### config.mk
export PLATFORM = sky130hd
export DESIGN_NAME = date_to_weekday
export DESIGN_NICKNAME = d
export VERILOG_FILES = /design/src/rtl/dtw_pkg.sv /design/src/rtl/dtw_check.sv /design/src/rtl/dtw_weekday.sv /design/src/rtl/date_to_weekday.sv
export SDC_FILE = /design/constraint.sdc
export NUM_CORES = 1
export LEC_CHECK = 0
export ABC_AREA = 1
export CAP_MARGIN = 20
export CORE_AREA = 4 4 159 84
export DETAILED_ROUTE_END_ITERATION = 16
export DIE_AREA = 0 0 163 88
export DONT_BUFFER_PORTS = 1
export GPL_ROUTABILITY_DRIVEN = 1
export SYNTH_ARGS = -nofsm -noshare
export SYNTH_HDL_FRONTEND = slang
export SYNTH_SLANG_ARGS = --single-unit
### constraint.sdc
create_clock -name clock -period 5.75 [get_ports clock]
set_input_delay 0.575 -clock clock [delete_from_list [all_inputs] [get_ports clock]]
set_output_delay 0.575 -clock clock [all_outputs]
set_load 0.05 [all_outputs]
### src/rtl/dtw_pkg.sv
// Shared types, calendar tables and the mod-7 reduction for date_to_weekday.
// No dependencies.
package dtw_pkg;

   localparam int unsigned DayWidth   = 6;
   localparam int unsigned MonthWidth = 4;
   localparam int unsigned YearWidth  = 12;
   localparam int unsigned WdayWidth  = 3;
   localparam int unsigned ReqWidth   = 24;
   localparam int unsigned RspWidth   = 8;
   localparam int unsigned SumWidth   = 13;

   localparam logic [YearWidth-1:0]  FirstYear = 12'd2001;
   localparam logic [MonthWidth-1:0] MonthJan  = 4'd1;
   localparam logic [MonthWidth-1:0] MonthFeb  = 4'd2;
   localparam logic [MonthWidth-1:0] MonthDec  = 4'd12;

   // cancels the leap-day count (FirstYear-1)/4 = 500 at 2001: -500 taken mod 7
   localparam logic [2:0] BaseOffset = 3'd4;

   typedef struct packed {
      logic date_ok;
      logic leap;
   } date_chk_type;

   function automatic logic [DayWidth-1:0] month_len(input logic [MonthWidth-1:0] month,
                                                     input logic leap);
      logic [DayWidth-1:0] len;
      begin
         case (month)
            4'd1, 4'd3, 4'd5, 4'd7, 4'd8, 4'd10, 4'd12: len = 6'd31;
            4'd4, 4'd6, 4'd9, 4'd11:                   len = 6'd30;
            4'd2:                                       len = leap ? 6'd29 : 6'd28;
            default:                                    len = 6'd0;
         endcase
         return len;
      end
   endfunction

   // cumulative month offset mod 7
   function automatic logic [2:0] month_start_mod7(input logic [MonthWidth-1:0] month);
      logic [2:0] ofs;
      begin
         case (month)
            4'd1:    ofs = 3'd0;
            4'd2:    ofs = 3'd3;
            4'd3:    ofs = 3'd3;
            4'd4:    ofs = 3'd6;
            4'd5:    ofs = 3'd1;
            4'd6:    ofs = 3'd4;
            4'd7:    ofs = 3'd6;
            4'd8:    ofs = 3'd2;
            4'd9:    ofs = 3'd5;
            4'd10:   ofs = 3'd0;
            4'd11:   ofs = 3'd3;
            4'd12:   ofs = 3'd5;
            default: ofs = 3'd0;
         endcase
         return ofs;
      end
   endfunction

   // fold octal digits, since 8 is 1 mod 7
   function automatic logic [WdayWidth-1:0] mod7(input logic [SumWidth-1:0] val);
      logic [4:0] fold1;
      logic [3:0] fold2;
      logic [3:0] rem;
      begin
         fold1 = 5'(val[2:0]) + 5'(val[5:3]) + 5'(val[8:6]) + 5'(val[11:9])
               + 5'(val[12]);
         fold2 = 4'(fold1[2:0]) + 4'(fold1[4:3]);
         rem   = (fold2 >= 4'd7) ? fold2 - 4'd7 : fold2;
         return rem[WdayWidth-1:0];
      end
   endfunction

endpackage

### src/rtl/dtw_check.sv
// Date validity check and leap-year flag for date_to_weekday.
// Depends on dtw_pkg.
module dtw_check
   import dtw_pkg::*;
(
   input  logic [DayWidth-1:0]   day_of_month,
   input  logic [MonthWidth-1:0] month_number,
   input  logic [YearWidth-1:0]  year_number,
   output date_chk_type          chk
);

   logic                month_ok;
   logic [DayWidth-1:0] len;

   always_comb begin
      chk.leap    = (year_number[1:0] == 2'b00);
      month_ok    = (month_number >= MonthJan) && (month_number <= MonthDec);
      len         = month_len(month_number, chk.leap);
      chk.date_ok = (year_number >= FirstYear) && month_ok
                  && (day_of_month != '0) && (day_of_month <= len);
   end

endmodule

### src/rtl/dtw_weekday.sv
// Day count mod 7 from 1 January 2001 for date_to_weekday.
// Depends on dtw_pkg.
module dtw_weekday
   import dtw_pkg::*;
(
   input  logic [DayWidth-1:0]   day_of_month,
   input  logic [MonthWidth-1:0] month_number,
   input  logic [YearWidth-1:0]  year_number,
   input  logic                  leap,
   output logic [WdayWidth-1:0]  weekday
);

   logic [YearWidth-1:0] years;
   logic [YearWidth-1:0] year_m1;
   logic                 adj;
   logic [SumWidth-1:0]  total;

   always_comb begin
      years   = year_number - FirstYear;
      year_m1 = year_number - 12'd1;
      adj     = leap && (month_number > MonthFeb);
      total   = SumWidth'(years) + SumWidth'(year_m1[YearWidth-1:2])
              + SumWidth'(month_start_mod7(month_number)) + SumWidth'(adj)
              + SumWidth'(day_of_month) + SumWidth'(BaseOffset);
      weekday = mod7(total);
   end

endmodule

### src/rtl/date_to_weekday.sv
// Top level of date_to_weekday: input register, check and weekday logic, result register.
// Depends on dtw_pkg, dtw_check and dtw_weekday.
// A request lands in the input register when accepted; its response is registered into the
// result register once that register is empty or drained. Throughput: one transaction per
// cycle while rsp_tready is high; while a response waits, a new request is still taken if the
// input register is free. Reset: synchronous, active high; clears both valid flags.
module date_to_weekday
   import dtw_pkg::*;
(
   input  logic                clock,
   input  logic                reset,
   input  logic                req_tvalid,
   output logic                req_tready,
   input  logic [ReqWidth-1:0] req_tdata,  // day_of_month[5:0], month_number[9:6], year_number[21:10]
   output logic                rsp_tvalid,
   input  logic                rsp_tready,
   output logic [RspWidth-1:0] rsp_tdata,  // weekday[2:0]
   output logic                rsp_tuser   // date_valid[0]
);

   logic                  in_valid_ff, in_valid_in;
   logic [ReqWidth-1:0]   in_data_ff,  in_data_in;
   logic                  out_valid_ff, out_valid_in;
   logic [WdayWidth-1:0]  wday_ff,  wday_in;
   logic                  ok_ff,    ok_in;
   logic                  adv_out;
   logic                  adv_in;
   date_chk_type          chk;
   logic [WdayWidth-1:0]  wday_raw;

   dtw_check u_check (
      .day_of_month (in_data_ff[5:0]),
      .month_number (in_data_ff[9:6]),
      .year_number  (in_data_ff[21:10]),
      .chk          (chk)
   );

   dtw_weekday u_weekday (
      .day_of_month (in_data_ff[5:0]),
      .month_number (in_data_ff[9:6]),
      .year_number  (in_data_ff[21:10]),
      .leap         (chk.leap),
      .weekday      (wday_raw)
   );

   always_comb begin
      adv_out      = !out_valid_ff || rsp_tready;
      adv_in       = !in_valid_ff || adv_out;
      req_tready   = adv_in;
      in_valid_in  = adv_in ? req_tvalid : in_valid_ff;
      in_data_in   = (adv_in && req_tvalid) ? req_tdata : in_data_ff;
      out_valid_in = adv_out ? in_valid_ff : out_valid_ff;
      ok_in        = (adv_out && in_valid_ff) ? chk.date_ok : ok_ff;
      wday_in      = (adv_out && in_valid_ff) ? (chk.date_ok ? wday_raw : '0) : wday_ff;
   end

   always_ff @(posedge clock) begin
      if (reset) begin
         in_valid_ff  <= 1'b0;
         out_valid_ff <= 1'b0;
      end else begin
         in_valid_ff  <= in_valid_in;
         out_valid_ff <= out_valid_in;
      end
      in_data_ff <= in_data_in;
      ok_ff      <= ok_in;
      wday_ff    <= wday_in;
   end

   assign rsp_tvalid = out_valid_ff;
   assign rsp_tdata  = RspWidth'(wday_ff);
   assign rsp_tuser  = ok_ff;

   a_invalid_zero: assert property (@(posedge clock) disable iff (reset)
      (rsp_tvalid && !rsp_tuser) |-> (rsp_tdata == '0))
      else $error("invalid date with non-zero weekday");

   a_weekday_range: assert property (@(posedge clock) disable iff (reset)
      rsp_tvalid |-> (rsp_tdata[2:0] != 3'd7))
      else $error("weekday out of range");

   a_stall_holds_input: assert property (@(posedge clock) disable iff (reset)
      (in_valid_ff && out_valid_ff && !rsp_tready) |=> (in_valid_ff && $stable(in_data_ff)))
      else $error("input register lost a transaction under stall");

endmodule

# [After elaboration in Yosys (flattened, before gate mapping)]
# Memories as Yosys holds them, arrays and structs flattened. A register that Yosys moved wholly into a read port is not among the register bits.
# Index checks and enable logic that the tools add are counted.
# W data, S select, Z words.
[classes] reduce_logical=15 order_cmp=6 muxes=4 n_addsub=13 eq_ne=12
[ops] op="$eq A4 B4 Y1 const B" n=5
[ops] op="$pmux W6 S3" n=1
[ops] op="$eq A4 B3 Y1 const B" n=4
[ops] op="$add A12 B10 Y13" n=1
[ops] op="$add A13 B1 Y13" n=1
[ops] op="$add A13 B3 Y13" n=1
[ops] op="$add A13 B3 Y13 const B" n=1
[ops] op="$add A13 B6 Y13" n=1
[ops] op="$ge A12 B11 Y1 const B" n=1
[ops] op="$sub A12 B1 Y12 const B" n=1
[ops] op="$sub A12 B11 Y12 const B" n=1
[ops] op="$add A5 B3 Y5" n=2
[ops] op="$eq A4 B2 Y1 const B" n=2
[ops] op="$logic_and A1 B1 Y1" n=7
[ops] op="$reduce_or A7 Y1" n=1
[ops] op="$le A6 B6 Y1" n=1
[ops] op="$reduce_bool A6 Y1" n=1
[ops] op="$add A5 B1 Y5" n=1
[ops] op="$add A3 B2 Y4" n=1
[ops] op="$add A3 B3 Y4" n=1
[ops] op="$eq A4 B1 Y1 const B" n=1
[ops] op="$ge A4 B1 Y1 const B" n=1
[ops] op="$ge A4 B3 Y1 const B" n=1
[ops] op="$gt A4 B2 Y1 const B" n=1
[ops] op="9 further kinds" n=11
[word_totals] elab_cells=56 ff_bits=28 mem_bits_ro=48 n_memories=1
[mem_list] name="(no name shown)" words=16 width=3 read_ports=1 rd_clocked_by_memory_dff=1 wr=0 line_no="dtw_pkg.sv:44" text="case (month)"

# [Longest topological paths before layout]
[logic_depth] depth_word=13 depth_mapped=36 ltp_nobuf=36

# [Modules after synthesis]
# A second synthesis with hierarchy kept.
[hier_totals] hier_cells=426 hier_area_um2=3320.7
[modules_own_cells] mod="dtw_weekday" area_each_um2=2059.5 cells_per_inst=311 n_inst=1 seq_area_each_um2=0.0
[modules_own_cells] mod="date_to_weekday" area_each_um2=935.9 cells_per_inst=50 n_inst=1 seq_area_each_um2=820.8
[modules_own_cells] mod="dtw_check" area_each_um2=325.3 cells_per_inst=65 n_inst=1 seq_area_each_um2=0.0

# [Least setup slack after synthesis]
# Ideal clock, no wire load.
[synth_path] kind="reg2reg" start="register in_data_ff[10]" end="register wday_ff[0] (data pin)" path_stages_with_launch=33 arrival_ns=6.062 required_time_ns=5.496 n_path_buf=0 path_slack_ns=-0.565 path_cell_list="edfxtp_1 > inv_1 > nand3_2 > nand2_1 > nand2_1 > fa_1 > inv_1 > fa_1 > fa_1 > inv_1 > ha_1 > nand2_1 > o21ai_2 > xor2_1 > inv_1 > fa_1 > xor2_1 > fa_1 > inv_1 > ha_1 > inv_2 > nor2_1 > nor2_1 > xnor2_1 > ha_1 > inv_1 > fa_1 > inv_1 > ha_1 > nand3_1 > nand2_1 > nand2_1 > a21oi_2"
[synth_via] elab_chain_cells=13 word_cells_on_any_way=24 classes_between="add/sub (13); order compare (3); mux (3); reduce/logical (5)"
[synth_rtl] element="start: declaration" line_no="date_to_weekday.sv:22" text="logic [ReqWidth-1:0] in_data_ff, in_data_in;"
[synth_rtl] element="start signal: assignment" line_no="date_to_weekday.sv:65" text="in_data_ff <= in_data_in;"
[synth_rtl] element="$sub A12 B11 Y12 or $sub A12 B1 Y12 (tied branches)" line_no="dtw_weekday.sv:19, dtw_weekday.sv:20"
[synth_rtl] element="$add A12 B10 Y13" line_no="dtw_weekday.sv:22" text="total = SumWidth'(years) + SumWidth'(year_m1[YearWidth-1:2])"
[synth_rtl] element="$add A13 B3 Y13" line_no="dtw_weekday.sv:23" text="+ SumWidth'(month_start_mod7(month_number)) + SumWidth'(adj)"
[synth_rtl] element="$add A13 B1 Y13" line_no="dtw_weekday.sv:23"
[synth_rtl] element="$add A13 B6 Y13" line_no="dtw_weekday.sv:24" text="+ SumWidth'(day_of_month) + SumWidth'(BaseOffset);"
[synth_rtl] element="$add A13 B3 Y13" line_no="dtw_weekday.sv:24"
[synth_rtl] element="$add A3 B3 Y4" line_no="dtw_pkg.sv:69" text="fold1 = 5'(val[2:0]) + 5'(val[5:3]) + 5'(val[8:6]) + 5'(val[11:9])"
[synth_rtl] element="$add A5 B3 Y5 (2 in series)" line_no="dtw_pkg.sv:69"
[synth_rtl] element="$add A5 B1 Y5" line_no="dtw_pkg.sv:70" text="+ 5'(val[12]);"
[synth_rtl] element="$add A3 B2 Y4" line_no="dtw_pkg.sv:71" text="fold2 = 4'(fold1[2:0]) + 4'(fold1[4:3]);"
[synth_rtl] element="$ge A4 B3 Y1 or $sub A3 B3 Y3 (tied branches)" line_no="dtw_pkg.sv:72" text="rem = (fold2 >= 4'd7) ? fold2 - 4'd7 : fold2;"
[synth_rtl] element="$mux W3" line_no="dtw_pkg.sv:72"
[synth_rtl] element="end signal: assignment" line_no="date_to_weekday.sv:67" text="wday_ff <= wday_in;"
[synth_rtl] element="end: declaration" line_no="date_to_weekday.sv:24" text="logic [WdayWidth-1:0] wday_ff, wday_in;"
# Several ways; a longest one is shown, not always the timed one.
# A chain may end at the register's enable or synchronous reset.

# [Final worst setup path]
# Same ends and word-level chain as after synthesis.

==> flow_summary.json <==
{
  "status": "complete, but fails checks",
  "violations": "negative setup slack",
  "row_count": 28,
  "vias_per_cell": 4.196,
  "cts.htree.levels": 2,
  "utilization": 0.3887,
  "synth_cell_types": 35,
  "min_period_over_period": 1.085,
  "clock_sinks": 31,
  "synth_compound_area_frac": 0.07161,
  "synth_area_um2": 3512,
  "core-area_um2": 11770,
  "root_buffer": "clkbuf_16",
  "synth_top_family_by_area": "adder cells",
  "cts_inserted_buffers": 5,
  "hold_buffers": 0,
  "cts_tree": "done",
  "layout_common_cells": "nand2_1 (83), buf_4 (69), inv_1 (68)",
  "die-area_um2": 14340,
  "synth_xor_area_frac": 0.04489,
  "dpl.hpwl_um": 6059,
  "wl_per_cell_um": 10.71,
  "min_to": "in_valid_ff",
  "placed_cell_area_um2": 4194,
  "cap_viol_max_count": 0,
  "io_buffers": 0,
  "arrival_ns": 6.27,
  "stdcell_count": 673,
  "fin_ws_ns": -0.4916,
  "worst_slew_pin_slew_ns": 0.6315,
  "dieHeight_um": 88,
  "startpoint": "in_data_ff[10]",
  "worstHoldStart": "reset",
  "cp_slowest_stage_delay_ns": 0.54,
  "nets": 606,
  "synth_ff_type": "edfxtp_1",
  "fin_area_um2": 4576,
  "r2r_slack_ns": -0.49,
  "seq_area_frac_synth": 0.2508,
  "synth_warnings": 0,
  "end_kind": "flip-flop",
  "num_vias": 2824,
  "min_period_ns": 6.242,
  "yosys_register_bits": 31,
  "max_slew_margin": 0.5784,
  "grt_max_degree": 24,
  "ff_latch_area_um2": 880.8,
  "grt_pass1_wl_um": 12270,
  "slew_violations": 0,
  "hold_depth": 1,
  "clk-insertion-delay-late_ns": 0.27,
  "crit_type": "reg -> reg",
  "multi_input_area_um2": 2485,
  "ant_nets": 0,
  "dr.pass1.iters": 4,
  "start_util": 0.2984,
  "final_common_cell": "nand2_1",
  "hold_viol_final": 0,
  "path_clk_slew_ns": 0.05,
  "synthCells": 432,
  "drc": 0,
  "grt_pass1_vias": 2681,
  "ios": 39,
  "synth.area.mux_share": 0,
  "path_max_fanout": 3,
  "n_fill_cell": 1186,
  "setup_viol_count_final": 3,
  "dp_cells": 654,
  "syn_avg_cell_area_um2": 8.130,
  "insertedDiodeCount": 0,
  "drive_gt1_frac": 0.3012,
  "reg2reg_from": "in_data_ff[10]",
  "timing.rr.end": "wday_ff[0]",
  "critPathSlowestCell": "fa_2",
  "grt_overflow": 0,
  "hold_ws_ns": 0.3659,
  "r2r_cells": 32,
  "gp_congestion": 0.8630,
  "crit_required_ns": 5.78,
  "hp-class": "in -> reg",
  "wirelength_um": 7208,
  "syn_to_final_growth_pct": 30.28,
  "grt.total_usage": 0.1038,
  "clk_path_buf_depth": 2,
  "dieWidth_um": 163,
  "fmax_mhz": 160.2,
  "grt_antenna_before_repair": 0,
  "yosys.area_share.simple": 0.2415,
  "drt_iter0_markers": 183,
  "critPathLaunchType": "flip-flop",
  "synthAdderAreaFrac": 0.2850,
  "synthArstFlopShare": 0,
  "rsz0062_at_grt": "yes",
  "skew_ns": 0.005172,
  "crit_path_frequent_cell": "inv_2",
  "synth_edf_count": 26
}
-- critical path: cells and delay by family, from the launching register on --
| kind | cells | cell delay, ns |
|---|---|---|
| AOI/OAI and AO/OA | 2 | 0.18 |
| xor gates and xnor gates | 2 | 0.31 |
| adders and majority gates | 12 | 4.06 |
| buffers and inverters | 8 | 0.47 |
| DFF | 1 | 0.40 |
| and+or+nand+nor | 8 | 0.57 |
-- cells in the mapped netlist, types with 2 or more instances --
master     n  area (um^2)
nand2_1   90        337.8
inv_1     78        292.8
ha_1      56        700.7
nor2_1    37        138.9
edfxtp_1  26        780.8
nand3_1   25        125.1
a21oi_1   18        90.09
fa_1      15        300.3
xor2_1    13        113.9
inv_2      6        22.52
o21ai_2    6        52.55
buf_4      5        37.54
dfxtp_1    5        100.1
nand3b_1   5        37.54
xnor2_1    5        43.79
a21oi_2    4        35.03
nand3_2    4        40.04
nand4_1    4        25.02
nor2_2     4        25.02
o21ai_0    4        20.02
nand2_2    3        18.77
a21o_1     2        15.01
nand2_4    2        22.52
nand3_4    2        35.03
o21ai_1    2        10.01
o21bai_1   2        15.01
-- area by class of cell --
cell class / count / area share
clock buffers: 7 / 0.03117
clock inverters: 1 / 0.001094
inverters: 84 / 0.06891
multi-input cells: 314 / 0.5431
flip-flops and latches: 31 / 0.1925
well taps: 165 / 0.04512
repair buffers: 71 / 0.1181
-- repair_timing --
action / 4_1_cts / 5_1_grt
setup buffers: 7 / 4
gates resized for setup: 14 / 16
pin swaps: 18 / 16
setup endpoints to repair: 3 / 3
-- per-stage QoR --
| stage | setup WS, ns | setup TNS (ns) |
|---|---|---|
| floorplan | -0.3891 | -1.076 |
| global placement | -0.5078 | -1.453 |
| detailed placement | -0.5909 | -1.687 |
| CTS | -0.4468 | -1.305 |
| global route | -0.7810 | -2.316 |
| finish | -0.4916 | -1.429 |
-- flip-flops by register name, summed over array words and instances, names as in the netlist, named ones only --
| signal | count |
|---|---|
| in_valid_ff | 1 |
| in_data_ff | 22 |
| rsp_tuser | 1 |
| wday_ff | 3 |
| rsp_tvalid | 1 |
-- cell families after synthesis --
group | after synthesis
flops | 31
other cells | 1
xor+xnor | 18
buf+inv | 91
fa+ha+maj | 71
compound gates | 40
simple gates | 180
-- worst max-delay path by stage --
stage          depth (start not counted)          to  slack (ns)
6_report                              32  wday_ff[0]       -0.49
5_1_grt                               32  wday_ff[0]       -0.78
4_1_cts                               32  wday_ff[0]       -0.45
3_5_place_dp                          32  wday_ff[0]       -0.59
3_3_place_gp                          33  wday_ff[0]       -0.51
2_1_floorplan                         32  wday_ff[0]       -0.39
-- per-layer routing --
metal  up-vias  track usage  wire [um]
li1       1527            -          -
met1      1251       0.1421       3595
met2        38       0.1711       3311
met3         8      0.01787        216
met4         0      0.02892         85
met5         -            0          0
Power is not shown: default switching activity piles up to over one toggle a cycle in this logic, so the estimate is an artifact.
